File: src/hw/rtl/mwm_pkg.sv
package mwm_pkg;

  // Geometry and field widths
  localparam int NumWheels = 4;
  localparam int RateW     = 24;
  localparam int TimeW     = 32;
  localparam int AccelW    = 24;
  localparam int SpaceW    = 20;
  localparam int RadW      = 16;
  localparam int InvRadW   = 24;
  localparam int FracW     = 16;

  // Configuration channel
  localparam int CfgIdxW  = 3;
  localparam int CfgDataW = 32;

  // Internal datapath widths
  localparam int DiffW     = SpaceW + 1;
  localparam int YawProdW  = RateW + DiffW;
  localparam int YawTermW  = 28;
  localparam int StepProdW = AccelW + TimeW;
  localparam int StepW     = StepProdW - FracW + 1;
  localparam int MeasProdW = RateW + RadW + 1;
  localparam int MeasW     = 25;
  localparam int DesW      = 29;
  localparam int ErrW      = 30;
  localparam int CmdProdW  = DesW + InvRadW + 1;
  localparam int SatInW    = 42;

  // |err| * 100 < 65536 in Q.16 holds exactly for |err| < 656
  localparam int ErrTol = 656;

  // Mixing sign pattern: bit w set means the term is subtracted for wheel w
  localparam logic [NumWheels-1:0] SideNeg = 4'b1010;
  localparam logic [NumWheels-1:0] YawNeg  = 4'b1100;

  typedef logic signed [RateW-1:0] rate_t;

  typedef enum logic [CfgIdxW-1:0] {
    CfgMaxAccel,
    CfgLengthSpacing,
    CfgTrackSpacing,
    CfgWheelRadius,
    CfgInvWheelRadius,
    CfgUpdatePeriod
  } cfg_reg_e;

  typedef enum logic [3:0] {
    StIdle,
    StGate,
    StProd,
    StRnd,
    StMix,
    StErr,
    StRamp,
    StCmd,
    StOut
  } state_e;

  // Per-stage enables from the sequencer
  typedef struct packed {
    logic gate;
    logic prod;
    logic rnd;
    logic mix;
    logic err;
    logic ramp;
    logic cmd;
  } stage_t;

  localparam logic signed [SatInW-1:0] RateMaxX = SatInW'((2 ** (RateW - 1)) - 1);
  localparam logic signed [SatInW-1:0] RateMinX = -SatInW'(2 ** (RateW - 1));

  // Saturate a wide signed value to the Q7.16 field range
  function automatic rate_t sat_rate(input logic signed [SatInW-1:0] x);
    rate_t r;
    if (x > RateMaxX) begin
      r = RateMaxX[RateW-1:0];
    end else if (x < RateMinX) begin
      r = RateMinX[RateW-1:0];
    end else begin
      r = x[RateW-1:0];
    end
    return r;
  endfunction

endpackage

File: src/hw/rtl/mwm_front.sv
module mwm_front (
  input  logic                                 clk_i,
  input  logic                                 rst_ni,
  input  mwm_pkg::stage_t                      stage_i,
  input  logic [mwm_pkg::TimeW-1:0]            time_now_i,
  input  logic [mwm_pkg::TimeW-1:0]            update_period_i,
  input  logic [mwm_pkg::AccelW-1:0]           accel_lim_i,
  input  logic [mwm_pkg::SpaceW-1:0]           length_spacing_i,
  input  logic [mwm_pkg::SpaceW-1:0]           track_spacing_i,
  input  mwm_pkg::rate_t                       target_yaw_i,
  output logic                                 pass_o,
  output logic signed [mwm_pkg::YawTermW-1:0]  yaw_term_o,
  output logic [mwm_pkg::StepW-1:0]            step_o
);
  import mwm_pkg::*;

  logic [TimeW-1:0]            last_q;
  logic [TimeW-1:0]            dt_d;
  logic [TimeW-1:0]            dt_q;
  logic signed [DiffW-1:0]     diff;
  logic signed [YawProdW-1:0]  yaw_prod_q;
  logic [StepProdW-1:0]        step_prod_q;
  logic signed [YawProdW:0]    yaw_rnd;
  logic [StepProdW:0]          step_rnd;
  logic signed [YawTermW-1:0]  yaw_term_q;
  logic [StepW-1:0]            step_q;

  // Elapsed time since the last update, wrapping
  assign dt_d   = time_now_i - last_q;
  assign pass_o = (dt_d >= update_period_i);

  assign diff = $signed({1'b0, length_spacing_i}) - $signed({1'b0, track_spacing_i});

  // Round to nearest: yaw term halves the product (shift by 17)
  assign yaw_rnd  = (YawProdW + 1)'(yaw_prod_q) + (YawProdW + 1)'(2 ** FracW);
  assign step_rnd = {1'b0, step_prod_q} + (StepProdW + 1)'(2 ** (FracW - 1));

  // Time of last accepted update
  always_ff @(posedge clk_i or negedge rst_ni) begin
    if (!rst_ni) begin
      last_q <= '0;
    end else if (stage_i.gate && pass_o) begin
      last_q <= time_now_i;
    end
  end

  // Products and rounded terms shared by all wheels
  always_ff @(posedge clk_i) begin
    if (stage_i.gate) begin
      dt_q <= dt_d;
    end
    if (stage_i.prod) begin
      yaw_prod_q  <= target_yaw_i * diff;
      step_prod_q <= accel_lim_i * dt_q;
    end
    if (stage_i.rnd) begin
      yaw_term_q <= yaw_rnd[FracW+1 +: YawTermW];
      step_q     <= step_rnd[FracW +: StepW];
    end
  end

  assign yaw_term_o = yaw_term_q;
  assign step_o     = step_q;

endmodule

File: config.mk
export PLATFORM = sky130hd
export DESIGN_NAME = mwm_front
export DESIGN_NICKNAME = d
export VERILOG_FILES = /design/src/hw/rtl/mwm_pkg.sv /design/src/hw/rtl/mwm_front.sv
export SDC_FILE = /design/constraint.sdc
export NUM_CORES = 2
export LEC_CHECK = 0
export ABC_CLOCK_PERIOD_IN_PS = 7400
export BUFFER_PORTS_ARGS = -buffer_cell sky130_fd_sc_hd__buf_2
export CORE_AREA = 2 2 386 388
export CTS_CLUSTER_DIAMETER = 50
export DETAILED_ROUTE_END_ITERATION = 16
export DIE_AREA = 0 0 388 390
export HOLD_SLACK_MARGIN = 0.1
export SYNTH_ARGS = -nofsm -noshare
export SYNTH_HDL_FRONTEND = slang
export SYNTH_SLANG_ARGS = --single-unit
File: constraint.sdc
create_clock -name clk_i -period 7.4 [get_ports clk_i]
set_clock_uncertainty 0.15 [all_clocks]
set_input_delay 0.37 -clock clk_i [delete_from_list [all_inputs] [get_ports clk_i]]
set_output_delay 0.37 -clock clk_i [all_outputs]
set_load 0.03 [all_outputs]
==> out/metrics.yaml <==
outcome:
  outcome: "finished, violations left"
  violations: "setup timing"
setup_path:
  cp.arrival_ns: 8.46
  critical_path.max_stage_delay_ns: 0.59
  critPathRequiredTime_ns: 7.54
  cpMostUsedCell: "fa_1"
  path_class: "in -> reg"
  start_kind: "input pin"
  crit_fanout: 5
  cp_slowest_cell: "fa_1"
  crit_path_end_kind: "register"
routing:
  route.detailed.drc: 0
  initialDrtViolationCount: 2241
  dr.pass1.iters: 7
  final_antenna_net_count: 0
  via_count: 39700
  routedWlPerCell_um: 17.3
  drt-vias-per-instance: 4.83
  drt_wl_total_um: 142000
grt:
  antenna_found_initial: 10
  grt_pass1_vias: 42600
  grt_usage_pct: 19.1
  grt_start_max_net_pins: 71
  grt_pass1_wl_um: 229000
  grt-ovfl-total: 0
logic_synthesis:
  synth_mux_area_share_pct: 0.683
  synth-simple-area-share_pct: 16.1
  syn-num-nets: 7383
  yosysWarnings: 0
  ys_ff_latch: 203
  synth_flop_cell: "edfxtp_1"
  yosys.area_share.adder_pct: 53.5
  synth_area_um2: 52700
  ys_seq_area_share_pct: 11.3
  avgSynthCellArea_um2: 9.30
  synth_cell_type_count: 79
  synthCells: 5672
  synth_top_family_by_area: "adder cells"
  synth_edf_count: 171
  async_flop_share_pct: 15.8
  synth_xor_area_share_pct: 2.92
  synth_compound_area_share_pct: 4.21
timing:
  max_slew_margin_pct: 29.9
  fmax_ghz: 0.120
  drv_slew: 0
  fin_ws_ns: -0.922
  rsz0062_at_grt: "true"
  period_needed_ns: 8.32
  tightest_slew_ns: 1.05
  final-hold-violation-count: 0
  finalCritPeriodShare_pct: 112
  finalSetupViolCount: 27
floorplan:
  die_area_um2: 151000
  dieHeight_um: 390
  die_x_um: 388
  core_um2: 147000
  rows: 141
  initial_utilization_pct: 35.8
  io_pins: 231
layout:
  layout.nets: 7964
  drive_gt1_share_pct: 17.5
  areaGrowthSynthToFinish_pct: 19.5
  final_common_cell: "inv_1"
  mostFrequentLayoutCells: "1307 x inv_1, 1151 x fa_1, 987 x nand2_1, 453 x buf_4, 353 x ha_1"
  final_area_um2: 63000
place:
  place.gp.congestion: 0.881
  dp_hpwl_um: 118000
  dpl_cell_area_um2: 59500
  numPortBuffers: 226
clocking:
  h-tree-depth: 2
  numCtsBuffers: 34
  clk_latency_ns: 0.57
  path_clk_slew_ns: 0.05
  clock_path_buffers: 3
  cts.sinks: 203
  cts_root_buffer: "clkbuf_16"
  cts_tree: "yes"
job:
  cap_violations: 0
worst_hold_path:
  hold_path.class: "in -> reg"
-- cell type report --
| class | instances | area (um2) |
|---|---|---|
| clock inverters | 25 | 353 |
| multi-input cells | 3879 | 42000 |
| diodes | 4 | 10.0 |
| clock buffers | 37 | 862 |
| fillers | 14400 | 84100 |
| well taps | 1930 | 2410 |
| repair buffers | 802 | 6430 |
| inverters | 1333 | 5020 |
| flip-flops and latches | 203 | 5940 |
-- final timing paths --
path	to	cells after the start	slack, ns	start
setup / recovery	yaw_prod_q[41]	37	-0.92	track_spacing_i[1]
hold / removal	dt_q[5]	1	0.28	stage_i[6]
setup reg to reg	step_prod_q[49]	23	0.12	dt_q[16]
hold reg to reg	last_q[28]	1	0.35	last_q[28]
max in group asynchronous	last_q[27]	2	6.29	rst_ni
min in group asynchronous	last_q[3]	2	0.29	rst_ni
-- stage by stage --
stage / setup WS (ns) / std cells / utilization [%] / TNS (ns) / hold WS (ns)
global route: -1.15 / 8211 / 42.8 / -25.88 / 0.310
CTS: -0.816 / 8152 / 42.1 / -16.04 / 0.252
global placement: -1.62 / 8016 / 40.4 / -36.60 / 0.334
floorplan: -0.888 / 5672 / - / -13.72 / -0.0756
finish: -0.922 / 8213 / 42.8 / -18.27 / 0.283
detailed placement: -1.68 / 8016 / 40.4 / -39.51 / 0.343
-- layer usage --
layer	global-route usage (%)	share of wire [%]	vias up
met4	4.70	2.3	2
met1	25.7	43	20400
met2	32.4	49	1032
met3	2.70	5.6	171
met5	0	0.0063	-
li1	-	-	18000
-- state kept, by name, summed over array words and instances (netlist names) --
register,cells
yaw_prod_q,29
step_o,41
dt_q,32
step_prod_q,41
yaw_term_o,28
last_q,32
-- critical path: cells and delay by family --
family,cells,cell delay [ns]
and+or+nand+nor,2,0.17
xor gates and xnor gates,2,0.33
AOI/OAI and AO/OA,16,2.80
adders and majority gates,9,3.94
buffers and inverters,8,0.81
-- synthesized netlist by cell type, drive strengths merged (37+ instances only) --
master | count | area share [%]
inv | 1333 | 9.5
and2 | 334 | 4.0
a21o | 63 | 0.90
clkbuf | 244 | 1.7
nand3 | 83 | 0.79
a21oi | 92 | 0.88
xor2 | 52 | 0.86
fa | 1175 | 45
ha | 375 | 8.9
xnor2 | 124 | 2.1
edfxtp | 171 | 9.7
nand2 | 1000 | 7.1
nor2 | 127 | 0.91
nand2b | 37 | 0.44
o21ai | 62 | 0.60
-- cell families after synthesis --
family                     after synthesis
adders and majority gates             1550
AOI/OAI and AO/OA                      325
xor gates and xnor gates               176
buffers and inverters                 1590
and+or+nand+nor                       1796
DFF                                    203
muxes                                   32
-- what timing repair did --
item,CTS,global route
hold buffers,33,0
setup buffers,44,57
hold endpoints to repair,65,0
gates resized for setup,126,129
gates cloned,2,3
endpoints found under the setup margin,40,50
pin swaps,61,73
Power is left out: the tool's default activity adds up to more than one toggle a clock period on the data nets, which glitch-free logic cannot reach.
